==> src/vpid_pkg.sv <==
`default_nettype none
// ----------------------------------------------------------------------------
// vpid_pkg
// Types and constants shared by the velocity-form PID drive.
// ----------------------------------------------------------------------------
package vpid_pkg;

	localparam int ERR_W   = 16;
	localparam int GAIN_W  = 16;
	localparam int CFG_IDX_W = 8;
	localparam int ACC_W   = 32;
	localparam int MAC_W   = 48;
	localparam int QUO_W   = 24;
	localparam int CV_W    = 24;
	localparam int DUTY_W  = 8;
	localparam int COEF_W  = 26;

	localparam logic [CFG_IDX_W-1:0] REG_GAIN_P = 8'd0;
	localparam logic [CFG_IDX_W-1:0] REG_GAIN_I = 8'd1;
	localparam logic [CFG_IDX_W-1:0] REG_GAIN_D = 8'd2;
	localparam logic [CFG_IDX_W-1:0] REG_PERIOD = 8'd3;

	localparam logic [GAIN_W-1:0] PERIOD_RESET = 16'd256;
	localparam logic [DUTY_W-1:0] DRIVE_LIMIT  = 8'd255;

	typedef enum logic [1:0] {
		DIR_BRAKE = 2'd0,
		DIR_CW    = 2'd1,
		DIR_CCW   = 2'd2
	} drv_dir_t;

	typedef enum logic [2:0] {
		ST_IDLE,
		ST_KI,
		ST_DIV,
		ST_M0,
		ST_M1,
		ST_M2,
		ST_SUM,
		ST_OUT
	} vpid_state_t;

	typedef struct packed {
		logic start;
		logic clear;
		logic signed_m;
		logic negate;
	} mac_ctl_t;

	typedef struct packed {
		logic busy;
		logic done;
	} unit_stat_t;

endpackage
`default_nettype wire

==> src/vpid_in_if.sv <==
`default_nettype none
// ----------------------------------------------------------------------------
// vpid_in_if
// Error sample channel.
// ----------------------------------------------------------------------------
interface vpid_in_if;
	logic valid;
	logic ready;
	logic signed [15:0] error_sample;
	modport source (output valid, output error_sample, input ready);
	modport sink (input valid, input error_sample, output ready);
endinterface
`default_nettype wire

==> src/vpid_out_if.sv <==
`default_nettype none
// ----------------------------------------------------------------------------
// vpid_out_if
// Control result channel.
// ----------------------------------------------------------------------------
interface vpid_out_if;
	logic valid;
	logic ready;
	logic signed [23:0] control_value;
	logic [7:0] duty;
	logic [1:0] drive_dir;
	logic saturated;
	modport source (output valid, output control_value, output duty, output drive_dir,
		output saturated, input ready);
	modport sink (input valid, input control_value, input duty, input drive_dir,
		input saturated, output ready);
endinterface
`default_nettype wire

==> src/vpid_cfg_if.sv <==
`default_nettype none
// ----------------------------------------------------------------------------
// vpid_cfg_if
// Register write channel.
// ----------------------------------------------------------------------------
interface vpid_cfg_if;
	logic valid;
	logic ready;
	logic [7:0] index;
	logic [15:0] data;
	modport source (output valid, output index, output data, input ready);
	modport sink (input valid, input index, input data, output ready);
endinterface
`default_nettype wire

==> src/vpid_mac.sv <==
`default_nettype none
// ----------------------------------------------------------------------------
// vpid_mac
// Bit-serial shift-add multiply-accumulate, one multiplier bit per cycle.
// ----------------------------------------------------------------------------
module vpid_mac (
	input  wire logic                                 clk,
	input  wire logic                                 arst_n,
	input  wire vpid_pkg::mac_ctl_t                   ctl,
	input  wire logic signed [vpid_pkg::MAC_W-1:0]    mcand,
	input  wire logic [vpid_pkg::ERR_W-1:0]           mplier,
	output vpid_pkg::unit_stat_t                      stat,
	output logic signed [vpid_pkg::MAC_W-1:0]         acc
);

	localparam logic [3:0] LAST = 4'(vpid_pkg::ERR_W - 1);

	logic signed [vpid_pkg::MAC_W-1:0] mcand_q;
	logic signed [vpid_pkg::MAC_W-1:0] acc_q;
	logic [vpid_pkg::ERR_W-1:0]        mplier_q;
	logic [3:0]                        cnt_q;
	logic                              busy_q;
	logic                              done_q;
	logic                              signed_q;
	logic                              negate_q;
	logic                              sub;

	assign sub = negate_q ^ (signed_q && (cnt_q == LAST));

	always_ff @(posedge clk or negedge arst_n) begin
		if (!arst_n) begin
			busy_q   <= 1'b0;
			done_q   <= 1'b0;
			cnt_q    <= '0;
			acc_q    <= '0;
			mcand_q  <= '0;
			mplier_q <= '0;
			signed_q <= 1'b0;
			negate_q <= 1'b0;
		end else begin
			done_q <= 1'b0;
			if (ctl.start) begin
				mcand_q  <= mcand;
				mplier_q <= mplier;
				cnt_q    <= '0;
				busy_q   <= 1'b1;
				signed_q <= ctl.signed_m;
				negate_q <= ctl.negate;
				if (ctl.clear) begin
					acc_q <= '0;
				end
			end else if (busy_q) begin
				if (mplier_q[0]) begin
					acc_q <= sub ? acc_q - mcand_q : acc_q + mcand_q;
				end
				mcand_q  <= mcand_q <<< 1;
				mplier_q <= mplier_q >> 1;
				cnt_q    <= cnt_q + 4'd1;
				if (cnt_q == LAST) begin
					busy_q <= 1'b0;
					done_q <= 1'b1;
				end
			end
		end
	end

	assign stat.busy = busy_q;
	assign stat.done = done_q;
	assign acc       = acc_q;

`ifndef SYNTHESIS
	a_done_after_busy: assert property (@(posedge clk) disable iff (!arst_n)
		done_q |-> $past(busy_q))
		else $error("mac done without run");
`endif

endmodule
`default_nettype wire

==> src/vpid_div.sv <==
`default_nettype none
// ----------------------------------------------------------------------------
// vpid_div
// Restoring divider, one quotient bit per cycle.
// ----------------------------------------------------------------------------
module vpid_div (
	input  wire logic                              clk,
	input  wire logic                              arst_n,
	input  wire logic                              start,
	input  wire logic [vpid_pkg::QUO_W-1:0]        dividend,
	input  wire logic [vpid_pkg::GAIN_W-1:0]       divisor,
	output vpid_pkg::unit_stat_t                   stat,
	output logic [vpid_pkg::QUO_W-1:0]             quotient
);

	localparam logic [4:0] LAST = 5'(vpid_pkg::QUO_W - 1);

	logic [vpid_pkg::GAIN_W-1:0] rem_q;
	logic [vpid_pkg::GAIN_W-1:0] dsr_q;
	logic [vpid_pkg::QUO_W-1:0]  quo_q;
	logic [4:0]                  cnt_q;
	logic                        busy_q;
	logic                        done_q;
	logic [vpid_pkg::GAIN_W:0]   rem_sh;
	logic [vpid_pkg::GAIN_W:0]   rem_sub;
	logic                        fits;

	assign rem_sh  = {rem_q, quo_q[vpid_pkg::QUO_W-1]};
	assign rem_sub = rem_sh - {1'b0, dsr_q};
	assign fits    = (rem_sh >= {1'b0, dsr_q});

	always_ff @(posedge clk or negedge arst_n) begin
		if (!arst_n) begin
			busy_q <= 1'b0;
			done_q <= 1'b0;
			cnt_q  <= '0;
			rem_q  <= '0;
			dsr_q  <= '0;
			quo_q  <= '0;
		end else begin
			done_q <= 1'b0;
			if (start) begin
				rem_q  <= '0;
				dsr_q  <= divisor;
				quo_q  <= dividend;
				cnt_q  <= '0;
				busy_q <= 1'b1;
			end else if (busy_q) begin
				rem_q <= fits ? rem_sub[vpid_pkg::GAIN_W-1:0] : rem_sh[vpid_pkg::GAIN_W-1:0];
				quo_q <= {quo_q[vpid_pkg::QUO_W-2:0], fits};
				cnt_q <= cnt_q + 5'd1;
				if (cnt_q == LAST) begin
					busy_q <= 1'b0;
					done_q <= 1'b1;
				end
			end
		end
	end

	assign stat.busy = busy_q;
	assign stat.done = done_q;
	assign quotient  = quo_q;

endmodule
`default_nettype wire

==> src/velocity_pid_hbridge_drive.sv <==
`default_nettype none
// ----------------------------------------------------------------------------
// velocity_pid_hbridge_drive
// Velocity-form PID with saturating Q24.8 accumulator and H-bridge output.
// ----------------------------------------------------------------------------
// One error word is taken at a time. After acceptance, a restoring divider
// forms Kd/dT beside a bit-serial Ki*dT multiply, then three bit-serial
// multiplies run on one shared accumulator, then the sum/clamp and output
// states load the result word, the output state waiting while the previous
// result is still held.
// Register writes are taken every cycle.
module velocity_pid_hbridge_drive (
	input  wire logic clk,
	input  wire logic arst_n,
	vpid_in_if.sink   din,
	vpid_out_if.source dout,
	vpid_cfg_if.sink  cfg
);

	vpid_pkg::vpid_state_t state_q, state_d;

	logic [15:0] gain_p_q, gain_i_q, gain_d_q, period_q;
	logic signed [15:0] err_q, last_err_q, older_err_q;
	logic signed [31:0] acc_state_q;
	logic sat_q;
	logic [23:0] ki_dt_q;

	logic out_valid_q;
	logic signed [23:0] out_cv_q;
	logic [7:0] out_duty_q;
	vpid_pkg::drv_dir_t out_dir_q;
	logic out_sat_q;

	vpid_pkg::mac_ctl_t mac_ctl;
	vpid_pkg::unit_stat_t mac_st, div_st;
	logic signed [47:0] mac_mcand, mac_acc;
	logic [15:0] mac_mplier;
	logic div_start;
	logic [23:0] kd_dt;
	logic [15:0] dt;
	logic [25:0] c0, c1, c2;
	logic accept, load_out, save_sum, save_ki;

	logic signed [47:0] sum;
	logic signed [31:0] next_acc;
	logic next_sat;
	logic signed [32:0] cv_t;
	logic signed [23:0] cv;
	logic [7:0] duty;
	vpid_pkg::drv_dir_t dir;

	assign dt     = (period_q == 16'd0) ? 16'd1 : period_q;
	assign accept = din.valid && din.ready;
	assign c2 = {2'b00, kd_dt};
	assign c0 = {10'd0, gain_p_q} + {2'b00, ki_dt_q} + c2;
	assign c1 = {10'd0, gain_p_q} + {1'b0, kd_dt, 1'b0};

	vpid_mac u_mac (
		.clk(clk), .arst_n(arst_n), .ctl(mac_ctl), .mcand(mac_mcand),
		.mplier(mac_mplier), .stat(mac_st), .acc(mac_acc)
	);

	vpid_div u_div (
		.clk(clk), .arst_n(arst_n), .start(div_start), .dividend({gain_d_q, 8'd0}),
		.divisor(dt), .stat(div_st), .quotient(kd_dt)
	);

	always_ff @(posedge clk or negedge arst_n) begin
		if (!arst_n) begin
			state_q <= vpid_pkg::ST_IDLE;
		end else begin
			state_q <= state_d;
		end
	end

	always_comb begin
		state_d    = state_q;
		mac_ctl    = '0;
		mac_mcand  = '0;
		mac_mplier = '0;
		div_start  = 1'b0;
		save_ki    = 1'b0;
		save_sum   = 1'b0;
		load_out   = 1'b0;
		case (state_q)
			vpid_pkg::ST_IDLE: begin
				if (accept) begin
					mac_ctl    = '{start: 1'b1, clear: 1'b1, signed_m: 1'b0, negate: 1'b0};
					mac_mcand  = {32'd0, gain_i_q};
					mac_mplier = dt;
					div_start  = 1'b1;
					state_d    = vpid_pkg::ST_KI;
				end
			end
			vpid_pkg::ST_KI: begin
				if (mac_st.done) begin
					save_ki = 1'b1;
					state_d = vpid_pkg::ST_DIV;
				end
			end
			vpid_pkg::ST_DIV: begin
				if (div_st.done) begin
					mac_ctl    = '{start: 1'b1, clear: 1'b1, signed_m: 1'b1, negate: 1'b0};
					mac_mcand  = {22'd0, c0};
					mac_mplier = err_q;
					state_d    = vpid_pkg::ST_M0;
				end
			end
			vpid_pkg::ST_M0: begin
				if (mac_st.done) begin
					mac_ctl    = '{start: 1'b1, clear: 1'b0, signed_m: 1'b1, negate: 1'b1};
					mac_mcand  = {22'd0, c1};
					mac_mplier = last_err_q;
					state_d    = vpid_pkg::ST_M1;
				end
			end
			vpid_pkg::ST_M1: begin
				if (mac_st.done) begin
					mac_ctl    = '{start: 1'b1, clear: 1'b0, signed_m: 1'b1, negate: 1'b0};
					mac_mcand  = {22'd0, c2};
					mac_mplier = older_err_q;
					state_d    = vpid_pkg::ST_M2;
				end
			end
			vpid_pkg::ST_M2: begin
				if (mac_st.done) begin
					state_d = vpid_pkg::ST_SUM;
				end
			end
			vpid_pkg::ST_SUM: begin
				save_sum = 1'b1;
				state_d  = vpid_pkg::ST_OUT;
			end
			vpid_pkg::ST_OUT: begin
				if (!out_valid_q || dout.ready) begin
					load_out = 1'b1;
					state_d  = vpid_pkg::ST_IDLE;
				end
			end
			default: begin
				state_d = vpid_pkg::ST_IDLE;
			end
		endcase
	end

	always_comb begin
		sum = {{16{acc_state_q[31]}}, acc_state_q} + mac_acc;
		if (sum > 48'sd2147483647) begin
			next_acc = 32'sh7fffffff;
			next_sat = 1'b1;
		end else if (sum < -48'sd2147483648) begin
			next_acc = 32'sh80000000;
			next_sat = 1'b1;
		end else begin
			next_acc = sum[31:0];
			next_sat = 1'b0;
		end
	end

	always_comb begin
		cv_t = {acc_state_q[31], acc_state_q} + (acc_state_q[31] ? 33'sd255 : 33'sd0);
		cv   = cv_t[31:8];
		if (cv > 24'sd255 || cv < -24'sd255) begin
			duty = vpid_pkg::DRIVE_LIMIT;
		end else if (cv < 0) begin
			duty = 8'(-cv);
		end else begin
			duty = cv[7:0];
		end
		if (cv > 0) begin
			dir = vpid_pkg::DIR_CW;
		end else if (cv < 0) begin
			dir = vpid_pkg::DIR_CCW;
		end else begin
			dir = vpid_pkg::DIR_BRAKE;
		end
	end

	always_ff @(posedge clk or negedge arst_n) begin
		if (!arst_n) begin
			gain_p_q    <= '0;
			gain_i_q    <= '0;
			gain_d_q    <= '0;
			period_q    <= vpid_pkg::PERIOD_RESET;
			last_err_q  <= '0;
			older_err_q <= '0;
			acc_state_q <= '0;
			sat_q       <= 1'b0;
			out_valid_q <= 1'b0;
		end else begin
			if (cfg.valid && cfg.ready) begin
				case (cfg.index)
					vpid_pkg::REG_GAIN_P: gain_p_q <= cfg.data;
					vpid_pkg::REG_GAIN_I: gain_i_q <= cfg.data;
					vpid_pkg::REG_GAIN_D: gain_d_q <= cfg.data;
					vpid_pkg::REG_PERIOD: period_q <= cfg.data;
					default: ;
				endcase
			end
			if (save_sum) begin
				acc_state_q <= next_acc;
				sat_q       <= next_sat;
				older_err_q <= last_err_q;
				last_err_q  <= err_q;
			end
			if (load_out) begin
				out_valid_q <= 1'b1;
			end else if (dout.ready) begin
				out_valid_q <= 1'b0;
			end
		end
	end

	always_ff @(posedge clk) begin
		if (accept) begin
			err_q <= din.error_sample;
		end
		if (save_ki) begin
			ki_dt_q <= mac_acc[31:8];
		end
		if (load_out) begin
			out_cv_q   <= cv;
			out_duty_q <= duty;
			out_dir_q  <= dir;
			out_sat_q  <= sat_q;
		end
	end

	assign din.ready          = (state_q == vpid_pkg::ST_IDLE);
	assign cfg.ready          = 1'b1;
	assign dout.valid         = out_valid_q;
	assign dout.control_value = out_cv_q;
	assign dout.duty          = out_duty_q;
	assign dout.drive_dir     = out_dir_q;
	assign dout.saturated     = out_sat_q;

`ifndef SYNTHESIS
	a_accept_idle: assert property (@(posedge clk) disable iff (!arst_n)
		accept |=> state_q == vpid_pkg::ST_KI)
		else $error("accept did not start a step");
	a_div_after_ki: assert property (@(posedge clk) disable iff (!arst_n)
		state_q == vpid_pkg::ST_DIV |-> !mac_st.busy && !mac_st.done)
		else $error("mac active while waiting on divider");
	a_brake_zero: assert property (@(posedge clk) disable iff (!arst_n)
		load_out |=> ((dout.duty == 8'd0) == (dout.drive_dir == vpid_pkg::DIR_BRAKE)))
		else $error("duty and direction disagree");
	a_no_overwrite: assert property (@(posedge clk) disable iff (!arst_n)
		load_out |-> !out_valid_q || dout.ready)
		else $error("result word overwritten");
`endif

endmodule
`default_nettype wire

==> src/flat_wrapper.sv <==
// flat-port wrapper written by rule: the top's interface ports become plain ports
module velocity_pid_hbridge_drive_flat 
  (clk, arst_n, din_valid, din_error_sample, din_ready, dout_valid, dout_control_value, dout_duty, dout_drive_dir, dout_saturated, dout_ready, cfg_valid, cfg_index, cfg_data, cfg_ready);
  vpid_in_if din_i ();
  vpid_out_if dout_i ();
  vpid_cfg_if cfg_i ();
  input  wire logic clk;
  input  wire logic arst_n;
  input wire logic [$bits(din_i.valid)-1:0] din_valid;
  input wire logic [$bits(din_i.error_sample)-1:0] din_error_sample;
  output wire logic [$bits(din_i.ready)-1:0] din_ready;
  output wire logic [$bits(dout_i.valid)-1:0] dout_valid;
  output wire logic [$bits(dout_i.control_value)-1:0] dout_control_value;
  output wire logic [$bits(dout_i.duty)-1:0] dout_duty;
  output wire logic [$bits(dout_i.drive_dir)-1:0] dout_drive_dir;
  output wire logic [$bits(dout_i.saturated)-1:0] dout_saturated;
  input wire logic [$bits(dout_i.ready)-1:0] dout_ready;
  input wire logic [$bits(cfg_i.valid)-1:0] cfg_valid;
  input wire logic [$bits(cfg_i.index)-1:0] cfg_index;
  input wire logic [$bits(cfg_i.data)-1:0] cfg_data;
  output wire logic [$bits(cfg_i.ready)-1:0] cfg_ready;
  assign din_i.valid = din_valid;
  assign din_i.error_sample = din_error_sample;
  assign din_ready = din_i.ready;
  assign dout_valid = dout_i.valid;
  assign dout_control_value = dout_i.control_value;
  assign dout_duty = dout_i.duty;
  assign dout_drive_dir = dout_i.drive_dir;
  assign dout_saturated = dout_i.saturated;
  assign dout_i.ready = dout_ready;
  assign cfg_i.valid = cfg_valid;
  assign cfg_i.index = cfg_index;
  assign cfg_i.data = cfg_data;
  assign cfg_ready = cfg_i.ready;
  velocity_pid_hbridge_drive u_core (.clk(clk), .arst_n(arst_n), .din(din_i), .dout(dout_i), .cfg(cfg_i));
endmodule
==> config.mk <==
export PLATFORM = sky130hd
export DESIGN_NAME = velocity_pid_hbridge_drive_flat
export DESIGN_NICKNAME = d
export VERILOG_FILES = /design/src/vpid_pkg.sv /design/src/vpid_in_if.sv /design/src/vpid_out_if.sv /design/src/vpid_cfg_if.sv /design/src/vpid_mac.sv /design/src/vpid_div.sv /design/src/velocity_pid_hbridge_drive.sv /design/src/flat_wrapper.sv
export SDC_FILE = /design/constraint.sdc
export NUM_CORES = 1
export LEC_CHECK = 0
export BUFFER_PORTS_ARGS = -buffer_cell sky130_fd_sc_hd__buf_2
export CAP_MARGIN = 20
export CORE_ASPECT_RATIO = 0.7
export CORE_MARGIN = 8
export CORE_UTILIZATION = 40
export CTS_CLUSTER_DIAMETER = 100
export DETAILED_ROUTE_END_ITERATION = 8
export HOLD_SLACK_MARGIN = 0.03
export RECOVER_POWER = 50
export SLEW_MARGIN = 20
export SYNTH_ARGS = -nofsm -noshare
export SYNTH_HDL_FRONTEND = slang
export SYNTH_SLANG_ARGS = --single-unit
==> constraint.sdc <==
create_clock -name clk -period 11.8 [get_ports clk]
set_clock_uncertainty 0.2 [all_clocks]
set_input_delay 0.59 -clock clk [delete_from_list [all_inputs] [get_ports clk]]
set_output_delay 0.59 -clock clk [all_outputs]
set_load 0.05 [all_outputs]
==> flow_summary.json <==
{
  "maxCapViolCount": 3,
  "yosys_most_used_dff": "sky130_fd_sc_hd__dfrtp_1",
  "post_synthesis_instance_area_um2": 26200,
  "drt_pass1_iterations": 8,
  "worst_setup_end_kind": "async pin",
  "synth_cells": 2856,
  "endpoint": "u_core.last_err_q[10]",
  "synth_async_sr_flop_share": 0.808,
  "final-max-slew-violation-count": 173,
  "hpwl_um": 53400,
  "synth.yosys.seq_area_share": 0.388,
  "dieHeight_um": 230,
  "seq_area_um2": 10200,
  "critical_path.startpoint_type": "input pin",
  "post-cts-setup-buffers": 0,
  "postRouteWirelength_um": 72000,
  "final_hold_viol_count": 0,
  "post_layout_minimum_cycle_time_ps": 6120,
  "portBuffers": 81,
  "max-vdd-ir-drop_v": 0.0000866,
  "worstHoldPathType": "input pin to register",
  "postCtsResizedCells": 0,
  "cpLargestDelayFamily": "buffers and inverters",
  "cellLeakagePower_nw": 13.4,
  "grt_pass1_wl_um": 116000,
  "timing.setup.critical_path_class": "input pin to async pin",
  "synth_enable_flop_cells": 75,
  "syn_to_layout_area_delta_pct": 11.1,
  "setup-tns-final_ps": 0,
  "worst-slew-pin-transition_ps": 5670,
  "antenna-diode-count": 0,
  "dr_total_vias": 21700,
  "insertion_delay_to_the_later_sink_of_the_worst_skew_pair_ps": 590,
  "critical_path_slowest_stage_cell": "sky130_fd_sc_hd__clkbuf_1",
  "detail_route.wl_per_cell_um": 18.9,
  "grt_max_degree": 158,
  "avgSynthCellArea_um2": 9.17,
  "yosys_warnings": 0,
  "period_share": 0.518,
  "groute.usage.overall": 0.190,
  "finish.net_count": 3132,
  "power_per_cell_area_nw_per_um2": 102,
  "fp.dieArea_um2": 74000,
  "grt_antenna_before_repair": 3,
  "grt_pass1_vias": 20900,
  "globalplace.congestion": 0.901,
  "effective_utilization_at_floorplan": 0.404,
  "cp.required_ps": 12210,
  "max-slew-margin-rel": -2.78,
  "timing.reg2reg.setup_slack_ps": 5740,
  "startpoint": "arst_n",
  "cp_num_buf_inv": 4,
  "net_count_after_synthesis": 3084,
  "crit_fanout": 157,
  "status": "finished with violations",
  "cts.htree.levels": 2,
  "numCtsBuffers": 44,
  "num-fill-cells": 6308,
  "final_routed_drc_violation_total": 0,
  "critical_path_depth": 4,
  "maxClockFrequency_mhz": 163,
  "fin_area_um2": 29100,
  "reg2regPathDepth": 22,
  "max_stage_delay_ps": 3910,
  "pin_count": 83,
  "core_um2": 64800,
  "post_drt_via_cell_ratio": 5.69,
  "cts-root-buf": "sky130_fd_sc_hd__clkbuf_16",
  "postRouteAntennaNets": 0,
  "final_core_utilization": 0.449,
  "max-clock-path-buffers": 3,
  "yosysUniqueCellTypes": 88,
  "regToRegEndpoint": "u_core.u_mac.mcand_q[24]",
  "cts_sinks": 391,
  "timing.critical_path.cells": "dlygate4sd3_1 -> clkbuf_1 -> buf_12 -> buf_4",
  "timing.final.setup_violations": 0,
  "grt_setup_unrepaired": "false",
  "r2r-start": "u_core.gain_p_q[0]",
  "globalRoute.totalOverflow": 0,
  "num_rows": 78,
  "final.hold.worst_slack_ps": 132,
  "die-width_um": 322,
  "clock_tree_from_tritoncts": "done",
  "post_route_cells_drive_above_1_share": 0.0936,
  "postSynthRegisterBits": 391,
  "multi_input_combinational_cell_area_um2": 15300,
  "violations_in_the_final_reports": "max-capacitance violations, max-slew violations",
  "drt_iter0_drc": 2145,
  "critPathArrivalTime_ps": 6530,
  "post_dp_cell_area_um2": 27500,
  "clkSlewWorstSetupHoldPaths_ps": 60
}
==> report_power, final <==
group / internal, W / leakage, nW / total, W / switching, W
registers: 0.00138 / 4.69 / 0.00139 / 0.00000996
clock network: 0.000862 / 0.740 / 0.00145 / 0.000588
logic: 0.0000460 / 8.00 / 0.000113 / 0.0000666
total: 0.00229 / 13.4 / 0.00296 / 0.000665
==> stage by stage <==
| stage | power, W | setup slack [ps] | instances |
|---|---|---|---|
| 4_1_cts | 0.00301 | 5810 | 3818 |
| 6_report | 0.00296 | 5680 | 3819 |
| 3_5_place_dp | 0.00153 | 5870 | 3720 |
| 3_3_place_gp | 0.00152 | 6040 | 3720 |
| 5_1_grt | 0.00307 | 4520 | 3819 |
| 2_1_floorplan | 0.00148 | 6760 | 2856 |
==> layout by cell type (no fill, tap or decap), types with 9 or more instances in the layout <==
cell | Yosys | routed
sky130_fd_sc_hd__a211oi_1 | 23 | 23
sky130_fd_sc_hd__a21o_1 | 67 | 67
sky130_fd_sc_hd__a21oi_1 | 192 | 192
sky130_fd_sc_hd__a21oi_2 | 30 | 30
sky130_fd_sc_hd__a221oi_1 | 12 | 12
sky130_fd_sc_hd__a222oi_1 | 25 | 25
sky130_fd_sc_hd__a31oi_1 | 28 | 27
sky130_fd_sc_hd__and2_1 | 10 | 10
sky130_fd_sc_hd__and3_1 | 20 | 20
sky130_fd_sc_hd__buf_2 | 5 | 41
sky130_fd_sc_hd__buf_4 | 1 | 19
sky130_fd_sc_hd__clkbuf_1 | 104 | 52
sky130_fd_sc_hd__clkbuf_16 | 0 | 45
sky130_fd_sc_hd__dfrtp_1 | 315 | 313
sky130_fd_sc_hd__dlygate4sd3_1 | 0 | 17
sky130_fd_sc_hd__edfxtp_1 | 75 | 75
sky130_fd_sc_hd__ha_1 | 177 | 177
sky130_fd_sc_hd__inv_1 | 89 | 88
sky130_fd_sc_hd__mux2_2 | 70 | 70
sky130_fd_sc_hd__mux2i_1 | 76 | 76
sky130_fd_sc_hd__nand2_1 | 381 | 380
sky130_fd_sc_hd__nand2b_1 | 29 | 29
sky130_fd_sc_hd__nand3_1 | 39 | 39
sky130_fd_sc_hd__nand3b_1 | 9 | 9
sky130_fd_sc_hd__nand4_1 | 35 | 35
sky130_fd_sc_hd__nor2_1 | 218 | 217
sky130_fd_sc_hd__nor2b_1 | 26 | 26
sky130_fd_sc_hd__nor3_1 | 51 | 48
sky130_fd_sc_hd__nor4_1 | 18 | 18
sky130_fd_sc_hd__o211ai_1 | 33 | 33
sky130_fd_sc_hd__o21a_1 | 21 | 21
sky130_fd_sc_hd__o21ai_0 | 218 | 218
sky130_fd_sc_hd__o21bai_1 | 21 | 21
sky130_fd_sc_hd__o31ai_1 | 28 | 27
sky130_fd_sc_hd__o41ai_1 | 9 | 9
sky130_fd_sc_hd__or2_2 | 10 | 10
sky130_fd_sc_hd__or3_1 | 17 | 17
sky130_fd_sc_hd__xnor2_1 | 132 | 131
sky130_fd_sc_hd__xor2_1 | 93 | 92
==> flip-flops by register name, indices dropped and copies added (netlist names), 8 cells and up <==
register and flops:
u_core.acc_state_q 32, u_core.dout.control_value 24, u_core.dout.duty 8, u_core.err_q 16, u_core.gain_d_q 16, u_core.gain_i_q 16
u_core.gain_p_q 16, u_core.ki_dt_q 24, u_core.last_err_q 16, u_core.older_err_q 16, u_core.period_q 16, u_core.u_div.dsr_q 16
u_core.u_div.quotient 24, u_core.u_div.rem_q 16, u_core.u_mac.acc 48, u_core.u_mac.mcand_q 48, u_core.u_mac.mplier_q 16
==> what timing repair did <==
action	CTS	global route
hold buffers	17	0
endpoints found under the setup margin	0	0
hold endpoints to repair	112	0
==> area by class of cell <==
class,count,share of cell area
Inverter,89,0.0115
Tap cell,880,0.0378
Sequential cell,391,0.349
Timing Repair Buffer,124,0.0245
Clock buffer,60,0.0434
Multi-Input combinational cell,2254,0.525
Clock inverter,21,0.00873
==> logic make-up after synthesis <==
logic type                 after synthesis  share of synthesized area
and+or+nand+nor                        897                      0.156
buffers and inverters                  211                     0.0315
xor gates and xnor gates               225                     0.0752
DFF                                    391                      0.388
other                                    1                   0.000143
AOI/OAI and AO/OA                      802                      0.201
adders and majority gates              183                     0.0891
muxes                                  146                     0.0591
==> per-layer routing <==
layer	vias to the layer above	GRT usage	share of wire
met4	0	0.0442	0.018
met1	10500	0.290	0.49
met2	616	0.280	0.42
met3	99	0.0290	0.065
li1	10500	-	-
met5	-	0	0
==> worst reg2reg max path: cells and delay by family (launching register included) <==
family                   cells  cell delay [ps]
AO/OA/AOI/OAI               14             3760
flip-flops                   1              370
AND/OR/NAND/NOR              2              280
XOR/XNOR                     2              300
buffers and inverters        1               60
adder cells (fa/ha/maj)      3              930
==> cells in the mapped netlist (9+ instances only) <==
library cell,instances,share of area
sky130_fd_sc_hd__a31oi_1,28,0.0067
sky130_fd_sc_hd__a211oi_1,23,0.0066
sky130_fd_sc_hd__nor2_1,218,0.031
sky130_fd_sc_hd__o41ai_1,9,0.0030
sky130_fd_sc_hd__a21oi_2,30,0.010
sky130_fd_sc_hd__nand3_1,39,0.0075
sky130_fd_sc_hd__a222oi_1,25,0.0096
sky130_fd_sc_hd__xor2_1,93,0.031
sky130_fd_sc_hd__buf_1,9,0.0013
sky130_fd_sc_hd__ha_1,177,0.085
sky130_fd_sc_hd__edfxtp_1,75,0.086
sky130_fd_sc_hd__mux2_2,70,0.030
sky130_fd_sc_hd__a21oi_1,192,0.037
sky130_fd_sc_hd__o21a_1,21,0.0060
sky130_fd_sc_hd__and3_1,20,0.0048
sky130_fd_sc_hd__clkbuf_1,104,0.015
sky130_fd_sc_hd__a21o_1,67,0.019
sky130_fd_sc_hd__o21ai_0,218,0.042
sky130_fd_sc_hd__and2_1,10,0.0024
sky130_fd_sc_hd__xnor2_1,132,0.044
sky130_fd_sc_hd__o31ai_1,28,0.0080
sky130_fd_sc_hd__nand2b_1,29,0.0069
sky130_fd_sc_hd__nor4_1,18,0.0043
sky130_fd_sc_hd__inv_1,89,0.013
sky130_fd_sc_hd__nand2_1,381,0.055
sky130_fd_sc_hd__nor2b_1,26,0.0062
sky130_fd_sc_hd__or3_1,17,0.0041
sky130_fd_sc_hd__nor3_1,51,0.0097
sky130_fd_sc_hd__nand3b_1,9,0.0026
sky130_fd_sc_hd__nand4_1,35,0.0084
sky130_fd_sc_hd__mux2i_1,76,0.029
sky130_fd_sc_hd__o211ai_1,33,0.0095
sky130_fd_sc_hd__nor3b_1,9,0.0026
sky130_fd_sc_hd__o21bai_1,21,0.0060
sky130_fd_sc_hd__or2_2,10,0.0024
sky130_fd_sc_hd__dfrtp_1,315,0.30
sky130_fd_sc_hd__a221oi_1,12,0.0040
==> worst min-delay path by stage <==
stage | start | end | slack (ps) | depth (start not counted)
floorplan | arst_n | u_core.acc_state_q[0] | 90 | 0
global placement | u_core.sat_q | u_core.dout.saturated | 240 | 0
detailed placement | u_core.sat_q | u_core.dout.saturated | 250 | 0
CTS | cfg_data[7] | u_core.period_q[7] | 90 | 2
global route | cfg_data[7] | u_core.period_q[7] | 110 | 2
finish | cfg_data[12] | u_core.period_q[12] | 130 | 2
(Power assumes the default switching activity.)
